==> src/cdq_pkg.sv <==
// Shared constants, command and status codes, and the result record of the
// circular deque with search. Used by the channel interfaces, the top module and the sequencer.
package cdq_pkg;

    localparam int DEPTH_DEFAULT       = 16;
    localparam int VALUE_WIDTH_DEFAULT = 32;

    localparam int CMD_W      = 3;
    localparam int IN_VALUE_W = 32;
    localparam int STATUS_W   = 2;
    localparam int FIELD_W    = 5;

    typedef enum logic [CMD_W-1:0] {
        CMD_PUSH_FRONT = 3'd0,
        CMD_PUSH_BACK  = 3'd1,
        CMD_POP_FRONT  = 3'd2,
        CMD_POP_BACK   = 3'd3,
        CMD_SEARCH     = 3'd4
    } cmd_t;

    typedef enum logic [STATUS_W-1:0] {
        ST_OK        = 2'd0,
        ST_FULL      = 2'd1,
        ST_EMPTY     = 2'd2,
        ST_NOT_FOUND = 2'd3
    } status_t;

    typedef struct packed {
        status_t              status;
        logic [FIELD_W-1:0]   position;
        logic [FIELD_W-1:0]   count;
    } result_t;

endpackage

==> src/cdq_req_if.sv <==
// Command channel of the circular deque: valid/ready handshake with the
// command code and the value. Depends on cdq_pkg.
interface cdq_req_if;
    import cdq_pkg::*;

    logic                         valid;
    logic                         ready;
    logic [CMD_W-1:0]             cmd;
    logic signed [IN_VALUE_W-1:0] value;

    modport source (output valid, cmd, value, input ready);
    modport sink   (input valid, cmd, value, output ready);
endinterface

==> src/cdq_rsp_if.sv <==
// Result channel of the circular deque: valid/ready handshake with status,
// position and count. Depends on cdq_pkg.
interface cdq_rsp_if;
    import cdq_pkg::*;

    logic               valid;
    logic               ready;
    logic [STATUS_W-1:0] status;
    logic [FIELD_W-1:0]  position;
    logic [FIELD_W-1:0]  count;

    modport source (output valid, status, position, count, input ready);
    modport sink   (input valid, status, position, count, output ready);
endinterface

==> src/circular_deque_with_search.sv <==
// A bounded double-ended queue of DEPTH signed values kept as a ring in one
// synchronous memory. A command is taken only while the sequencer is idle; inserts,
// removals and the unused codes pass their result from the sequencer's result register
// to the output register; a search first reads the stored entries one by one through
// the single memory read port, walking the ring from the front until a match or the end.
// A finished result sits in an output register and does not hold up the next command.
// The memory needs no clearing after reset. Depends on cdq_pkg, cdq_req_if, cdq_rsp_if,
// cdq_ctrl and cdq_ram.
module circular_deque_with_search #(
    parameter int DEPTH       = cdq_pkg::DEPTH_DEFAULT,
    parameter int VALUE_WIDTH = cdq_pkg::VALUE_WIDTH_DEFAULT
) (
    input  logic     clk,
    input  logic     rst_n,
    cdq_req_if.sink  req,
    cdq_rsp_if.source rsp
);
    import cdq_pkg::*;

    localparam int IDX_W = (DEPTH > 1) ? $clog2(DEPTH) : 1;

    logic [VALUE_WIDTH-1:0] key;
    logic                   wr_en;
    logic [IDX_W-1:0]       wr_addr;
    logic [VALUE_WIDTH-1:0] wr_data;
    logic                   rd_en;
    logic [IDX_W-1:0]       rd_addr;
    logic [VALUE_WIDTH-1:0] rd_data;
    logic                   res_valid;
    result_t                res;
    logic                   res_ready;

    logic                   out_valid_reg, out_valid_next;
    result_t                out_reg,       out_next;

    generate
        if (VALUE_WIDTH <= IN_VALUE_W)
        begin : g_trunc
            assign key = req.value[VALUE_WIDTH-1:0];
        end
        else
        begin : g_sext
            assign key = {{(VALUE_WIDTH - IN_VALUE_W){req.value[IN_VALUE_W-1]}}, req.value};
        end
    endgenerate

    cdq_ctrl #(
        .DEPTH       (DEPTH),
        .VALUE_WIDTH (VALUE_WIDTH)
    ) u_ctrl (
        .clk       (clk),
        .rst_n     (rst_n),
        .req       (req),
        .key       (key),
        .wr_en     (wr_en),
        .wr_addr   (wr_addr),
        .wr_data   (wr_data),
        .rd_en     (rd_en),
        .rd_addr   (rd_addr),
        .rd_data   (rd_data),
        .res_valid (res_valid),
        .res       (res),
        .res_ready (res_ready)
    );

    cdq_ram #(
        .DEPTH       (DEPTH),
        .VALUE_WIDTH (VALUE_WIDTH)
    ) u_ram (
        .clk     (clk),
        .wr_en   (wr_en),
        .wr_addr (wr_addr),
        .wr_data (wr_data),
        .rd_en   (rd_en),
        .rd_addr (rd_addr),
        .rd_data (rd_data)
    );

    assign res_ready = !out_valid_reg || rsp.ready;

    always_comb
    begin
        out_valid_next = out_valid_reg;
        out_next       = out_reg;
        if (res_ready)
        begin
            out_valid_next = res_valid;
            if (res_valid)
            begin
                out_next = res;
            end
        end
    end

    always_ff @(posedge clk or negedge rst_n)
    begin
        if (!rst_n)
        begin
            out_valid_reg <= 1'b0;
        end
        else
        begin
            out_valid_reg <= out_valid_next;
        end
    end

    always_ff @(posedge clk)
    begin
        out_reg <= out_next;
    end

    assign rsp.valid    = out_valid_reg;
    assign rsp.status   = out_reg.status;
    assign rsp.position = out_reg.position;
    assign rsp.count    = out_reg.count;
endmodule

==> src/cdq_ram.sv <==
// Entry store of the circular deque: one write port and one read port with
// a registered read. Depends on nothing.
module cdq_ram #(
    parameter int DEPTH       = 16,
    parameter int VALUE_WIDTH = 32,
    localparam int IDX_W      = (DEPTH > 1) ? $clog2(DEPTH) : 1
) (
    input  logic                   clk,
    input  logic                   wr_en,
    input  logic [IDX_W-1:0]       wr_addr,
    input  logic [VALUE_WIDTH-1:0] wr_data,
    input  logic                   rd_en,
    input  logic [IDX_W-1:0]       rd_addr,
    output logic [VALUE_WIDTH-1:0] rd_data
);
    logic [VALUE_WIDTH-1:0] mem [DEPTH];

    always_ff @(posedge clk)
    begin
        if (wr_en)
        begin
            mem[wr_addr] <= wr_data;
        end
    end

    always_ff @(posedge clk)
    begin
        if (rd_en)
        begin
            rd_data <= mem[rd_addr];
        end
    end
endmodule

==> src/cdq_ctrl.sv <==
// Sequencer of the circular deque: keeps the front index and the count,
// issues the memory writes of inserts and walks the ring for a search.
// Depends on cdq_pkg, cdq_req_if and the entry store's ports.
module cdq_ctrl #(
    parameter int DEPTH       = cdq_pkg::DEPTH_DEFAULT,
    parameter int VALUE_WIDTH = cdq_pkg::VALUE_WIDTH_DEFAULT,
    localparam int IDX_W      = (DEPTH > 1) ? $clog2(DEPTH) : 1,
    localparam int CNT_W      = $clog2(DEPTH + 1)
) (
    input  logic                   clk,
    input  logic                   rst_n,
    cdq_req_if.sink                req,
    input  logic [VALUE_WIDTH-1:0] key,
    output logic                   wr_en,
    output logic [IDX_W-1:0]       wr_addr,
    output logic [VALUE_WIDTH-1:0] wr_data,
    output logic                   rd_en,
    output logic [IDX_W-1:0]       rd_addr,
    input  logic [VALUE_WIDTH-1:0] rd_data,
    output logic                   res_valid,
    output cdq_pkg::result_t       res,
    input  logic                   res_ready
);
    import cdq_pkg::*;

    localparam int SUM_W = IDX_W + 1;

    typedef enum logic [1:0] {
        IDLE,
        SEARCH,
        HOLD
    } state_t;

    state_t                 state_reg,  state_next;
    logic [IDX_W-1:0]       front_reg,  front_next;
    logic [CNT_W-1:0]       count_reg,  count_next;
    logic [IDX_W-1:0]       ptr_reg,    ptr_next;
    logic [IDX_W-1:0]       idx_reg,    idx_next;
    logic [VALUE_WIDTH-1:0] key_reg,    key_next;
    result_t                res_reg,    res_next;

    logic                   full;
    logic                   empty;
    logic [IDX_W-1:0]       front_inc;
    logic [IDX_W-1:0]       front_dec;
    logic [IDX_W-1:0]       ptr_inc;
    logic [SUM_W-1:0]       back_sum;
    logic [IDX_W-1:0]       back_addr;
    logic [CNT_W-1:0]       idx_plus;

    assign full  = (count_reg == CNT_W'(DEPTH));
    assign empty = (count_reg == '0);

    assign front_inc = (front_reg == IDX_W'(DEPTH - 1)) ? '0 : front_reg + 1'b1;
    assign front_dec = (front_reg == '0) ? IDX_W'(DEPTH - 1) : front_reg - 1'b1;
    assign ptr_inc   = (ptr_reg == IDX_W'(DEPTH - 1)) ? '0 : ptr_reg + 1'b1;

    assign back_sum  = SUM_W'(front_reg) + SUM_W'(count_reg);
    assign back_addr = (back_sum >= SUM_W'(DEPTH)) ? IDX_W'(back_sum - SUM_W'(DEPTH))
                                                   : IDX_W'(back_sum);
    assign idx_plus  = CNT_W'(idx_reg) + CNT_W'(1);

    assign req.ready = (state_reg == IDLE);
    assign res_valid = (state_reg == HOLD);
    assign res       = res_reg;
    assign wr_data   = key;

    always_comb
    begin
        state_next = state_reg;
        front_next = front_reg;
        count_next = count_reg;
        ptr_next   = ptr_reg;
        idx_next   = idx_reg;
        key_next   = key_reg;
        res_next   = res_reg;
        wr_en      = 1'b0;
        wr_addr    = front_dec;
        rd_en      = 1'b0;
        rd_addr    = ptr_reg;

        case (state_reg)
            IDLE:
            begin
                if (req.valid)
                begin
                    state_next        = HOLD;
                    res_next.status   = ST_OK;
                    res_next.position = '0;
                    case (req.cmd)
                        CMD_PUSH_FRONT, CMD_PUSH_BACK:
                        begin
                            if (full)
                            begin
                                res_next.status = ST_FULL;
                            end
                            else
                            begin
                                wr_en      = 1'b1;
                                count_next = count_reg + 1'b1;
                                if (req.cmd == CMD_PUSH_FRONT || empty)
                                begin
                                    wr_addr    = front_dec;
                                    front_next = front_dec;
                                end
                                else
                                begin
                                    wr_addr = back_addr;
                                end
                            end
                        end
                        CMD_POP_FRONT:
                        begin
                            if (empty)
                            begin
                                res_next.status = ST_EMPTY;
                            end
                            else
                            begin
                                count_next = count_reg - 1'b1;
                                front_next = (count_reg == CNT_W'(1)) ? '0 : front_inc;
                            end
                        end
                        CMD_POP_BACK:
                        begin
                            if (empty)
                            begin
                                res_next.status = ST_EMPTY;
                            end
                            else
                            begin
                                count_next = count_reg - 1'b1;
                                if (count_reg == CNT_W'(1))
                                begin
                                    front_next = '0;
                                end
                            end
                        end
                        CMD_SEARCH:
                        begin
                            if (empty)
                            begin
                                res_next.status = ST_EMPTY;
                            end
                            else
                            begin
                                rd_en      = 1'b1;
                                rd_addr    = front_reg;
                                ptr_next   = front_inc;
                                idx_next   = '0;
                                key_next   = key;
                                state_next = SEARCH;
                            end
                        end
                        default:
                        begin
                        end
                    endcase
                    res_next.count = FIELD_W'(count_next);
                end
            end
            SEARCH:
            begin
                rd_en    = 1'b1;
                rd_addr  = ptr_reg;
                ptr_next = ptr_inc;
                idx_next = IDX_W'(idx_plus);
                res_next.count = FIELD_W'(count_reg);
                if (rd_data == key_reg)
                begin
                    res_next.status   = ST_OK;
                    res_next.position = FIELD_W'(idx_plus);
                    state_next        = HOLD;
                end
                else if (idx_plus == count_reg)
                begin
                    res_next.status   = ST_NOT_FOUND;
                    res_next.position = '0;
                    state_next        = HOLD;
                end
            end
            HOLD:
            begin
                if (res_ready)
                begin
                    state_next = IDLE;
                end
            end
            default:
            begin
                state_next = IDLE;
            end
        endcase
    end

    always_ff @(posedge clk or negedge rst_n)
    begin
        if (!rst_n)
        begin
            state_reg <= IDLE;
            front_reg <= '0;
            count_reg <= '0;
        end
        else
        begin
            state_reg <= state_next;
            front_reg <= front_next;
            count_reg <= count_next;
        end
    end

    always_ff @(posedge clk)
    begin
        ptr_reg <= ptr_next;
        idx_reg <= idx_next;
        key_reg <= key_next;
        res_reg <= res_next;
    end

    a_count_bounded: assert property (@(posedge clk) disable iff (!rst_n)
        count_reg <= CNT_W'(DEPTH))
        else $error("element count exceeds the store depth");

    a_empty_front_zero: assert property (@(posedge clk) disable iff (!rst_n)
        (count_reg == '0) |-> (front_reg == '0))
        else $error("empty store with a nonzero front index");

    a_search_in_range: assert property (@(posedge clk) disable iff (!rst_n)
        (state_reg == SEARCH) |-> (CNT_W'(idx_reg) < count_reg))
        else $error("search walked past the stored elements");

    a_write_only_idle: assert property (@(posedge clk) disable iff (!rst_n)
        wr_en |-> (state_reg == IDLE && req.valid))
        else $error("memory write outside a command transaction");

    a_search_keeps_state: assert property (@(posedge clk) disable iff (!rst_n)
        (state_reg == SEARCH) |=> ($stable(count_reg) && $stable(front_reg)))
        else $error("search changed the ring pointers");
endmodule
==> src/flat_wrapper.sv <==
// flat-port wrapper written by rule: the top's interface ports become plain ports
module circular_deque_with_search_flat import cdq_pkg::*;
#(
    parameter int DEPTH       = cdq_pkg::DEPTH_DEFAULT,
    parameter int VALUE_WIDTH = cdq_pkg::VALUE_WIDTH_DEFAULT
)
  (clk, rst_n, req_valid, req_cmd, req_value, req_ready, rsp_valid, rsp_status, rsp_position, rsp_count, rsp_ready);
  cdq_req_if req_i ();
  cdq_rsp_if rsp_i ();
  input  logic clk;
  input  logic rst_n;
  input wire logic [$bits(req_i.valid)-1:0] req_valid;
  input wire logic [$bits(req_i.cmd)-1:0] req_cmd;
  input wire logic [$bits(req_i.value)-1:0] req_value;
  output wire logic [$bits(req_i.ready)-1:0] req_ready;
  output wire logic [$bits(rsp_i.valid)-1:0] rsp_valid;
  output wire logic [$bits(rsp_i.status)-1:0] rsp_status;
  output wire logic [$bits(rsp_i.position)-1:0] rsp_position;
  output wire logic [$bits(rsp_i.count)-1:0] rsp_count;
  input wire logic [$bits(rsp_i.ready)-1:0] rsp_ready;
  assign req_i.valid = req_valid;
  assign req_i.cmd = req_cmd;
  assign req_i.value = req_value;
  assign req_ready = req_i.ready;
  assign rsp_valid = rsp_i.valid;
  assign rsp_status = rsp_i.status;
  assign rsp_position = rsp_i.position;
  assign rsp_count = rsp_i.count;
  assign rsp_i.ready = rsp_ready;
  circular_deque_with_search #(.DEPTH(DEPTH), .VALUE_WIDTH(VALUE_WIDTH)) u_core (.clk(clk), .rst_n(rst_n), .req(req_i), .rsp(rsp_i));
endmodule
==> config.mk <==
export PLATFORM = sky130hd
export DESIGN_NAME = circular_deque_with_search_flat
export DESIGN_NICKNAME = d
export VERILOG_FILES = /design/src/cdq_pkg.sv /design/src/cdq_req_if.sv /design/src/cdq_rsp_if.sv /design/src/circular_deque_with_search.sv /design/src/cdq_ram.sv /design/src/cdq_ctrl.sv /design/src/flat_wrapper.sv
export SDC_FILE = /design/constraint.sdc
export NUM_CORES = 1
export LEC_CHECK = 0
export ABC_CLOCK_PERIOD_IN_PS = 8600
export BUFFER_PORTS_ARGS = -buffer_cell sky130_fd_sc_hd__buf_2
export CORE_ASPECT_RATIO = 1.4
export CORE_MARGIN = 2
export CORE_UTILIZATION = 45
export CTS_BUF_LIST = sky130_fd_sc_hd__clkbuf_8
export CTS_CLUSTER_DIAMETER = 100
export CTS_CLUSTER_SIZE = 20
export DETAILED_ROUTE_END_ITERATION = 8
export SETUP_SLACK_MARGIN = 0.15
export SLEW_MARGIN = 0
export SYNTH_ARGS = -nofsm -noshare
export SYNTH_HDL_FRONTEND = slang
export SYNTH_SLANG_ARGS = --single-unit
==> constraint.sdc <==
create_clock -name clk -period 8.6 [get_ports clk]
set_input_delay 0.86 -clock clk [delete_from_list [all_inputs] [get_ports clk]]
set_output_delay 0.86 -clock clk [all_outputs]
set_load 0.02 [all_outputs]
==> metrics.md, run 1 <==
| Metric | Value |
|---|---|
| Status | completed |
| Worst Hold Class | in2async |
| Critical path origin | u_core.u_ctrl.count_reg[1]$_DFFE_PN0P_ |
| Die width | 207 um |
| Max-slew violation count | 0 |
| Top cells by area, synth | edfxtp_1, mux2i_1, o31ai_1, o311ai_0, o211ai_1 |
| Die H | 289 um |
| Internal power | 4.57 mW |
| Synth Flop Type | edfxtp_1 |
| Wire length of the first global-routing pass | 96.5 mm |
| Routed Antenna Nets | 0 |
| # hold bufs at CTS | 0 |
| Fraction of registers with async set/reset | 1.94% |
| Cells along the critical path | inv_1 > ha_1 > or4b_4 > nand3_1 > inv_2 > a21oi_4 > buf_4 > mux2i_1 > o221ai_1 > or3_1 |
| GRT Residual Overflow | 0 |
| WL per Instance | 27.2 um |
| Critical Setup Path Class | reg2reg |
| Post-Syn Area | 26000 um^2 |
| Sequential power share | 54.7% |
| CTS clk-pin slew, worst paths | 130 ps |
| H-tree levels | 2 |
| Relative slew slack | 22.5% |
| Post-Syn Area per Cell | 15.8 um^2 |
| Slew at the pin closest to its max-slew limit | 1160 ps |
| Final Hold Vio Count | 0 |
| RSZ-0062 raised after global routing | no |
| Largest net degree at the start of global routing | 106 |
| # Post-CTS Setup Buffers | 0 |
| DRC Markers | 0 |
| Global placement routability congestion | 0.803 |
| Drt first pass iters | 7 |
| Psw | 2.24 mW |
| Via Count | 15068 |
| Syn Nets | 1698 |
| Number of synthesized flops with an enable pin | 608 |
| # resized after CTS | 0 |
| Setup TNS | 0 ps |
| TritonCTS clock tree | done |
| Max reg flops | 512 |
| Initial detailed-routing violation count | 1489 |
| Crit. End Element | flip-flop |
| Total Routed Length | 64.9 mm |
| TritonCTS buffer count | 36 |
| Synth Register Bits | 620 |
| Initial Util | 45.4% |
| Die ar. | 59800 um^2 |
| Register area share after synthesis | 71.3% |
| FF-to-FF setup slack | 4070 ps |
| Switching Fraction | 32.9% |
| Post-synth top area cell | edfxtp_1 |
| Dpl hpwl | 34.9 mm |
| Fin crit period | 4530 ps |
| Total Routing Usage GR | 21.3% |
| Clock sinks | 620 |
| Initial antenna violation count | 1 |
| Power density over the cells | 246 nW/um^2 |
| Max_cap viols | 0 |
| Final Net Count | 1688 |
| Synth cell types | 61 |
| CP startpoint kind | flip-flop |
| Leakage dissipation | 8.84 nW |
| Layout cells sized above 1 | 10.5% |
| Final setup vio count | 0 |
| Critical Path AT | 4890 ps |
| CP Data Required Time | 8950 ps |
| Final Cycle Share | 52.7% |
| Worst reg2reg startpoint | u_core.u_ctrl.count_reg[1]$_DFFE_PN0P_ |
| Area grow syn2layout | 6.15% |
| Worst vdd ir | 184 uV |
| Filler instances | 4797 |
| Post-synthesis cell count | 1647 |
| Fmax | 221 MHz |
| Site Rows | 104 |
| Clock latency on the worst-skew pair | 630 ps |
| Hold_ws | 108 ps |
| # IOs | 53 |
| Slowest cell on crit path | buf_4 |
| CTS max path bufs | 3 |
| Setup Skew | 30.6 ps |
| Clock power frac | 18.8% |
| CP max stage delay | 770 ps |
| Root buffer cell | clkbuf_8 |
| Core Area | 57400 um^2 |
| Top cell type's share of synthesized area | 70.1% |
| Worst-path fanout max | 57 |
| IO Port Bufs | 52 |
| Synth warnings | 0 |
| Via density | 6.32 |
| Vias in the first global route | 15078 |
| Combinational power share | 26.5% |
-- kinds of logic after synthesis --
group           share of synthesized area, %
simple gates                            5.18
flops                                   71.3
fa+ha+maj                              0.606
compound gates                          11.0
mux                                     7.74
buf+inv                                 2.61
xor+xnor                                1.58
-- Yosys cell counts, drive strengths merged, types with 2 or more instances --
cell     number
nand4        68
dfrtp        12
ha           11
nor3b         2
buf          59
mux2          3
or3b          2
nand4bb       2
nand3         8
xnor2        11
nor3          3
and3          2
nor4          9
a22o          4
o31ai        68
o22ai        65
mux2i       198
and2          2
a31oi         3
edfxtp      608
nand2        39
inv          10
nor2         50
o21ai        13
clkbuf       78
o211ai       66
a22oi        33
or3          36
nor2b         5
nand2b        8
o221ai       33
o311ai       65
a32o          2
a21oi        19
xor2         36
-- path summary, 6_finish.rpt --
kind,endpoint,cells past startpoint
max,u_core.u_ram.rd_data[3]$_DFFE_PP_,10
min,u_core.u_ctrl.count_reg[1]$_DFFE_PN0P_,1
max reg2reg,u_core.u_ram.rd_data[3]$_DFFE_PP_,10
min reg2reg,u_core.rsp.position[2]$_DFFE_PP_,0
max in group asynchronous,u_core.rsp.valid$_DFFE_PN0N_,1
min in group clk,u_core.rsp.position[2]$_DFFE_PP_,0
-- power groups by stage --
| stage | Clock, mW | Combinational, mW | Sequential (mW) |
|---|---|---|---|
| 2_1_floorplan | 0 | 1.24 | 3.74 |
| 3_3_place_gp | 0 | 1.77 | 3.79 |
| 3_5_place_dp | 0 | 1.80 | 3.79 |
| 4_1_cts | 1.32 | 1.81 | 3.72 |
| 5_1_grt | 1.41 | 1.95 | 3.75 |
| 6_report | 1.28 | 1.81 | 3.72 |
-- layout make-up --
| type | instances | area [um^2] | share of cell area (%) |
|---|---|---|---|
| diodes | 1 | 2.50 | 0.00906 |
| multi-input cells | 880 | 7010 | 25.4 |
| flip-flops and latches | 620 | 18600 | 67.2 |
| clock inverters | 6 | 27.5 | 0.0996 |
| clock buffers | 38 | 523 | 1.89 |
| repair buffers | 89 | 551 | 1.99 |
| inverters | 10 | 37.5 | 0.136 |
| well taps | 742 | 928 | 3.36 |
-- worst max-delay path, delay by kind of cell, from the launching register on --
family                   cells  cell delay (ps)
AND/OR/NAND/NOR              3             1200
AO/OA/AOI/OAI                2              480
multiplexers                 1              270
adder cells (fa/ha/maj)      1              240
buffers and inverters        3             1410
flip-flops                   1              530
-- placed cells by master (no fill, tap or decap), drive strengths merged, types with 3 or more instances in the layout --
| cell type | Yosys | routed |
|---|---|---|
| edfxtp | 608 | 608 |
| mux2 | 3 | 3 |
| o211ai | 66 | 66 |
| nor3 | 3 | 3 |
| o311ai | 65 | 65 |
| o21ai | 13 | 13 |
| nor2b | 5 | 5 |
| o22ai | 65 | 65 |
| or3 | 36 | 36 |
| nand3 | 8 | 8 |
| o31ai | 68 | 68 |
| a22oi | 33 | 33 |
| a31oi | 3 | 3 |
| xnor2 | 11 | 11 |
| dfrtp | 12 | 12 |
| o221ai | 33 | 33 |
| nand4 | 68 | 68 |
| ha | 11 | 11 |
| nor4 | 9 | 9 |
| buf | 59 | 89 |
| nand2 | 39 | 39 |
| clkbuf | 78 | 38 |
| a22o | 4 | 4 |
| inv | 10 | 16 |
| xor2 | 36 | 36 |
| nor2 | 50 | 50 |
| mux2i | 198 | 198 |
| a21oi | 19 | 19 |
| nand2b | 8 | 8 |
-- layer usage --
metal  wire length (um)  track usage [%]
met2              34100             38.3
met4               1950             7.32
met3               3250             2.60
met1              25600             26.6
met5                  0                0
-- metrics by stage --
step | total power, mW | worst slack (ps) | util (%) | area (um^2) | instances
after floorplan | 4.98 | 4260 | - | 26000 | 1647
final | 6.81 | 4070 | 48.2 | 27600 | 2386
after global routing | 7.10 | 3860 | 48.2 | 27600 | 2386
after CTS | 6.85 | 4050 | 48.1 | 27600 | 2385
after global placement | 5.55 | 3650 | 47.2 | 27100 | 2341
after detailed placement | 5.59 | 3580 | 47.2 | 27100 | 2341
Power figures use the tool's default switching activity.
==> run 2, diff against run 1 <==
--- a/config.mk
+++ b/config.mk
@@ -5,7 +5,7 @@
 export SDC_FILE = /design/constraint.sdc
 export NUM_CORES = 1
 export LEC_CHECK = 0
-export ABC_CLOCK_PERIOD_IN_PS = 8600
+export ABC_CLOCK_PERIOD_IN_PS = 4490
 export BUFFER_PORTS_ARGS = -buffer_cell sky130_fd_sc_hd__buf_2
 export CORE_ASPECT_RATIO = 1.4
 export CORE_MARGIN = 2
==> constraint.sdc (replaced) <==
create_clock -name clk -period 4.49 [get_ports clk]
set_input_delay 0.449 -clock clk [delete_from_list [all_inputs] [get_ports clk]]
set_output_delay 0.449 -clock clk [all_outputs]
set_load 0.02 [all_outputs]
==> run 2 against run 1 <==
  * Worst setup slack worse by 3700 ps
  * Core utilization is 0.51 points higher
  * Sequential share of layout area down 0.70 points
  * Routed wire length grew 2.6%
  * Combinational power increased by 99%
  * Clock power is 92% higher
  * Fmax increased by 11%
  * Final cell count is 0.88% higher
  * Sequential cell count did not move
  * Critical path depth unchanged
  * Global-route usage increased by 0.63 points
==> metrics.md, run 2 (synthesis gave the netlist of run 1 again) <==
| Metric | Value |
|---|---|
| Status | completed |
| Hold_ws | 125 ps (+17.9 ps) |
| Wire length of the first global-routing pass | 98.7 mm (+2.2%) |
| CTS clk-pin slew, worst paths | 120 ps (about the same) |
| Commonest cells after routing, fill and taps aside | edfxtp_1, mux2i_1, nand4_1, o31ai_1, o211ai_1 |
| Fmax | 245 MHz (+11%) |
| Power density over the cells | 471 nW/um^2 (+91%) |
| CP bufs+invs | 3 (unchanged) |
| Worst-path fanout max | 67 (+18%) |
| Routed length on met2 | 33.8 mm (-0.99%) |
| Initial antenna violation count | 5 (+4) |
| Tot Pwr | 13.2 mW (+93%) |
| Slowest cell on crit path | a211oi_4 |
| Worst vdd ir | 354 uV (+92%) |
| Critical Setup Path Class | reg2reg |
| Root buffer cell | clkbuf_8 |
| FF-to-FF setup slack | 410 ps (-3660 ps) |
| Reg2Reg Depth | 10 (unchanged) |
| Total Routed Length | 66.6 mm (+2.6%) |
| CP startpoint kind | flip-flop |
| Filler instances | 4786 (-0.23%) |
| Max reg flops | 512 (unchanged) |
| Critical Path AT | 4590 ps (-300 ps) |
| Clock sinks | 620 (unchanged) |
| DRC Markers | 0 (unchanged) |
| Core Area | 57400 um^2 (unchanged) |
| Most used cell, CP | buf_4 |
| CP Data Required Time | 4990 ps (-3960 ps) |
| Layout cells sized above 1 | 11.5% (+1.0 points) |
| HP Start | rsp_ready |
| Dpl hpwl | 38.4 mm (+10%) |
| M1 wire length | 27.2 mm (+6.2%) |
| Via density | 6.33 (+0.19%) |
| Critical path origin | u_core.u_ctrl.count_reg[0]$_DFFE_PN0P_ |
| GRT Residual Overflow | 0 (unchanged) |
| Placed Cells | 2360 (+0.81%) |
| Area grow syn2layout | 7.28% |
| Relative slew slack | 12.3% (-10 points) |
| Commonest non-fill, non-tap cell in the layout | edfxtp_1 |
| TritonCTS buffer count | 36 (unchanged) |
| Max_cap viols | 0 (unchanged) |
| Worst reg2reg startpoint | u_core.u_ctrl.count_reg[0]$_DFFE_PN0P_ |
| Hold path depth | 3 |
| Layout Cells excl Fill | 2407 (+0.88%) |
| WL per Instance | 27.7 um (+1.7%) |
| Met3 WL | 3.11 mm (-4.3%) |
| H-tree levels | 2 (unchanged) |
| Die H | 289 um (unchanged) |
| Total Routing Usage GR | 21.9% (+0.63 points) |
| Vias in the first global route | 15329 (+1.7%) |
| Final Net Count | 1708 (+1.2%) |
| Initial detailed-routing violation count | 1676 (+13%) |
| Via Count | 15229 (+1.1%) |
| Initial Util | 45.4% (unchanged) |
| Site Rows | 104 (unchanged) |
| CP max stage delay | 690 ps (-80 ps) |
| Clock latency on the worst-skew pair | 650 ps (+20 ps) |
| Drt first pass iters | 5 (-2) |
| IO Port Bufs | 52 (unchanged) |
| # IOs | 53 (unchanged) |
| Final cell utilization of the core | 48.7% (+0.51 points) |
| # resized after CTS | 0 (unchanged) |
| Final Hold Vio Count | 0 (unchanged) |
| Die width | 207 um (unchanged) |
| RR Endpoint | u_core.u_ram.rd_data[24]$_DFFE_PP_ |
| Max-slew violation count | 0 (unchanged) |
| Worst Hold Class | in2reg |
| Slew at the pin closest to its max-slew limit | 1310 ps (+152 ps) |
| Setup Skew | 38.4 ps (+7.77 ps) |
| Die ar. | 59800 um^2 (unchanged) |
| DR top layer | met4 |
| Leakage dissipation | 8.99 nW (+1.6%) |
| Crit path depth | 10 (unchanged) |
| Global placement routability congestion | 0.817 (+1.8%) |
| Largest net degree at the start of global routing | 75 (-29%) |
| Setup TNS | 0 ps (unchanged) |
| Worst path top cell family by delay | buffers and inverters |
| Fin crit period | 4080 ps (-453 ps) |
| Crit. End Element | flip-flop |
| Routed Antenna Nets | 0 (unchanged) |
| Worst setup path endpoint | u_core.u_ram.rd_data[24]$_DFFE_PP_ |
| Cells along the critical path | inv_1 > ha_1 > or4b_4 > buf_4 > nand4_1 > a211oi_4 > buf_4 > a22oi_1 > o221ai_1 > or3_1 |
| Final Cycle Share | 90.9% (+38 points) |
| RSZ-0062 raised after global routing | no |
| TritonCTS clock tree | done |
| CTS max path bufs | 3 (unchanged) |
| Final setup vio count | 0 (unchanged) |
==> run 2: changes by cell type in the layout (fill, tap and decap cells not counted), sizes merged <==
cell,previous run,this run
buf,89,108
dlygate4sd3,0,1
diode,1,2
==> run 2: routing by layer <==
metal | global-route usage (%) | up-vias
li1 | - | 6725
met3 | 2.76 | 143
met2 | 38.3 | 532
met5 | 0 | -
met1 | 27.8 | 7829
met4 | 8.98 | 0
==> run 2: repair_timing <==
| action | CTS | global route |
|---|---|---|
| hold buffers | 1 | 0 |
| setup buffers | 0 | 0 |
| hold endpoints to repair | 12 | 0 |
==> run 2: worst min path at each step <==
| stage | end | slack, ps |
|---|---|---|
| after floorplan | u_core.rsp.valid$_DFFE_PN0N_ | 150 |
| after detailed placement | u_core.u_ctrl.count_reg[3]$_DFFE_PN0P_ | 370 |
| after global placement | u_core.u_ctrl.count_reg[3]$_DFFE_PN0P_ | 370 |
| after CTS | u_core.rsp.valid$_DFFE_PN0N_ | 100 |
| final | u_core.rsp.valid$_DFFE_PN0N_ | 130 |
| after global routing | u_core.rsp.valid$_DFFE_PN0N_ | 140 |
==> run 2: cell type report <==
type                            instances  area, um^2  share of cell area (%)
Antenna cell                            2        5.00                  0.0179
Clock inverter                          6        27.5                  0.0986
Tap cell                              742         928                    3.32
Timing Repair Buffer                  109         841                    3.01
Sequential cell                       620       18600                    66.5
Clock buffer                           38         523                    1.87
Multi-Input combinational cell        880        7010                    25.1
Inverter                               10        37.5                   0.134
==> run 2: power by group <==
group	leakage [nW]	total [mW]	switching [mW]	internal, mW
Clock	0.304	2.46	1.68	0.778
Combinational	3.04	3.61	2.44	1.17
Sequential	5.64	7.08	0.230	6.85
Total	8.99	13.2	4.35	8.80
==> run 2: per-stage QoR <==
| step | area [um^2] | setup WS (ps) |
|---|---|---|
| final | 27900 | 409 |
| after global routing | 27900 | 208 |
| after CTS | 27900 | 413 |
| after detailed placement | 27400 | 454 |
| after global placement | 27400 | 538 |
| after floorplan | 26000 | 189 |
==> run 2: worst register-to-register path, delay by kind of cell, from the launching register on <==
| kind | cells | cell delay [ps] |
|---|---|---|
| flip-flops | 1 | 580 |
| AO/OA/AOI/OAI | 3 | 1020 |
| adder cells (fa/ha/maj) | 1 | 250 |
| buffers and inverters | 3 | 1280 |
| AND/OR/NAND/NOR | 3 | 830 |
==> run 3, diff against run 2 <==
--- a/config.mk
+++ b/config.mk
@@ -9,11 +9,12 @@
 export BUFFER_PORTS_ARGS = -buffer_cell sky130_fd_sc_hd__buf_2
 export CORE_ASPECT_RATIO = 1.4
 export CORE_MARGIN = 2
-export CORE_UTILIZATION = 45
+export CORE_UTILIZATION = 64
 export CTS_BUF_LIST = sky130_fd_sc_hd__clkbuf_8
 export CTS_CLUSTER_DIAMETER = 100
 export CTS_CLUSTER_SIZE = 20
 export DETAILED_ROUTE_END_ITERATION = 8
+export PLACE_DENSITY = 0.81
 export SETUP_SLACK_MARGIN = 0.15
 export SLEW_MARGIN = 0
 export SYNTH_ARGS = -nofsm -noshare
==> run 3 against run 2 <==
  * Clock-buffer cell count decreased by 1
  * Critical path type unchanged
  * Clock skew is 6.8 ps lower
  * Core utilization grew 20 points
  * Routed wire length is 7.6% lower
  * Die area decreased by 29%
  * Worst hold slack better by 0.93 ps
  * Fmax down 2.3%
  * Combinational power decreased by 1%
  * Global-route usage rose by 7.0 points
  * Final cell count fell by 8.8%
  * Critical path depth is 1 higher
  * Sequential cell count is the same
==> metrics.md, run 3 (synthesis gave the netlist of run 1 again) <==
| Metric | Value |
|---|---|
| Status | completed |
| Clock power frac | 18.0% (-0.7 points) |
| Global placement routability congestion | 0.872 (+6.7%) |
| Sequential power share | 54.5% (+0.6 points) |
| # Post-CTS Setup Buffers | 0 (unchanged) |
| Critical Path AT | 4530 ps (-60 ps) |
| Most used cell, CP | buf_12 |
| Root buffer cell | clkbuf_8 |
| Wire length of the first global-routing pass | 91.9 mm (-6.9%) |
| RSZ-0062 raised after global routing | no |
| Drt first pass iters | 6 (+1) |
| Power density over the cells | 469 nW/um^2 (-0.37%) |
| Worst vdd ir | 320 uV (-9.6%) |
| Final cell utilization of the core | 68.9% (+20 points) |
| Max_cap viols | 0 (unchanged) |
| Setup TNS | 0 ps (unchanged) |
| Relative slew slack | 17.3% (+5.0 points) |
| Core Area | 40200 um^2 (-30%) |
| Die ar. | 42300 um^2 (-29%) |
| Initial Util | 64.8% (+19 points) |
| # resized after CTS | 0 (unchanged) |
| Worst Hold Class | in2reg |
| CTS max path bufs | 3 (unchanged) |
| Fin crit period | 4180 ps (+96.5 ps) |
| Final Net Count | 1703 (-0.29%) |
| Setup Skew | 31.6 ps (-6.80 ps) |
| CP max stage delay | 680 ps (about the same) |
| Fmax | 239 MHz (-2.3%) |
| Via Count | 15595 (+2.4%) |
| TritonCTS buffer count | 36 (unchanged) |
| CP Data Required Time | 4850 ps (-140 ps) |
| Die H | 243 um (-16%) |
| GRT Residual Overflow | 0 (unchanged) |
| Post-route cell area | 27700 um^2 (-0.89%) |
| Switching Fraction | 32.3% (-0.76 points) |
| Crit. End Element | flip-flop |
| Clock sinks | 620 (unchanged) |
| WL per Instance | 28.0 um (+1.4%) |
| TritonCTS clock tree | done |
| CTS clk-pin slew, worst paths | 130 ps (about the same) |
| Total Routing Usage GR | 28.9% (+7.0 points) |
| Cells along the critical path | inv_1 > ha_1 > or4b_4 > buf_4 > a31oi_4 > a21oi_4 > buf_12 > buf_12 > mux2i_1 > o221ai_1 > or3_1 |
| CP startpoint kind | flip-flop |
| Routed Antenna Nets | 0 (unchanged) |
| FF-to-FF setup slack | 310 ps (-100 ps) |
| Max-slew violation count | 0 (unchanged) |
| H-tree levels | 2 (unchanged) |
| Die width | 174 um (-16%) |
| Worst-path fanout max | 68 (+1.5%) |
| Area grow syn2layout | 6.32% |
| Slowest cell on crit path | buf_4 |
| Site Rows | 87 (-16%) |
| Clock latency on the worst-skew pair | 620 ps (-30 ps) |
| Critical Setup Path Class | reg2reg |
| Vias in the first global route | 15382 (+0.35%) |
| Total Routed Length | 61.5 mm (-7.6%) |
| Post-DP Area | 27100 um^2 (-0.85%) |
| # IOs | 53 (unchanged) |
| Leakage dissipation | 8.96 nW (-0.24%) |
| Commonest non-fill, non-tap cell in the layout | edfxtp_1 |
| Final Cycle Share | 93.1% (+2.1 points) |
| Slew at the pin closest to its max-slew limit | 1240 ps (-75.2 ps) |
| Initial detailed-routing violation count | 2003 (+20%) |
| Max reg flops | 512 (unchanged) |
| Layout cells sized above 1 | 10.9% (-0.62 points) |
| # hold bufs at CTS | 1 (unchanged) |
| Psw | 4.20 mW (-3.5%) |
| Initial antenna violation count | 3 (-2) |
| Final setup vio count | 0 (unchanged) |
| Internal power | 8.79 mW (-0.13%) |
| IO Port Bufs | 52 (unchanged) |
| Dpl hpwl | 35.0 mm (-8.8%) |
| Combinational power share | 27.5% (about the same) |
| Largest net degree at the start of global routing | 70 (-6.7%) |
| Via density | 7.11 (+12%) |
| DRC Markers | 0 (unchanged) |
| Final Hold Vio Count | 0 (unchanged) |
| Commonest cells after routing, fill and taps aside | edfxtp_1, mux2i_1, nand4_1, o31ai_1, o211ai_1 |
-- run 3: cell count changes in the layout (fill, tap and decap cells not counted), moves of 4 or more --
cell	before	now
buf_12	12	18
buf_4	44	33
nand2_1	34	38
nand2_2	5	1
-- run 3: final timing paths --
path / startpoint / to / cells after the start
max: u_core.u_ctrl.count_reg[0]$_DFFE_PN0P_ / u_core.u_ram.rd_data[25]$_DFFE_PP_ / 11
min: rsp_ready / u_core.rsp.valid$_DFFE_PN0N_ / 3
max reg2reg: u_core.u_ctrl.count_reg[0]$_DFFE_PN0P_ / u_core.u_ram.rd_data[25]$_DFFE_PP_ / 11
min reg2reg: u_core.u_ctrl.res[9]$_SDFFCE_PN0P_ / u_core.rsp.position[4]$_DFFE_PP_ / 0
max in group asynchronous: rst_n / u_core.u_ctrl.state_reg[0]$_DFFE_PN0P_ / 2
min in group asynchronous: rst_n / u_core.u_ctrl.front_reg[1]$_DFFE_PN0P_ / 2
-- run 3: stage by stage --
step,std cells,hold WS (ps),setup slack (ps),power [mW]
2_1_floorplan,1647,153,189,9.54
3_3_place_gp,2147,347,613,10.6
3_5_place_dp,2147,352,455,10.7
4_1_cts,2191,105,415,13.0
5_1_grt,2194,123,176,13.5
6_report,2194,126,312,13.0
-- run 3: layer usage --
metal	GRT usage [%]	vias to the layer above	part of all wire [%]
met2	49.7	947	51
met3	4.86	196	9.0
met1	35.8	7726	36
met5	0	-	0
met4	14.0	0	4.4
li1	-	6726	-
-- run 3: final cells by class --
cell class                 count  area, um^2
antenna                        3        7.51
clock buffer                  37         509
clock inverter                 6        22.5
fill                        2608       12500
inverter                      10        37.5
multi-input combinational    880        7000
sequential                   620       18600
tap                          534         668
timing repair buffer         104         878
-- run 3: power groups by stage --
stage	registers, mW	logic, mW	clock network (mW)
6_report	7.07	3.57	2.34
5_1_grt	7.11	3.79	2.57
4_1_cts	7.07	3.51	2.38
3_5_place_dp	7.20	3.50	0
3_3_place_gp	7.18	3.38	0
2_1_floorplan	7.17	2.37	0
-- run 3: critical path: cells and delay by family (launching register included) --
| family | cells | cell delay (ps) |
|---|---|---|
| buffers and inverters | 4 | 1460 |
| and+or+nand+nor | 2 | 630 |
| AOI/OAI and AO/OA | 3 | 570 |
| DFF | 1 | 570 |
| adders and majority gates | 1 | 250 |
| muxes | 1 | 250 |
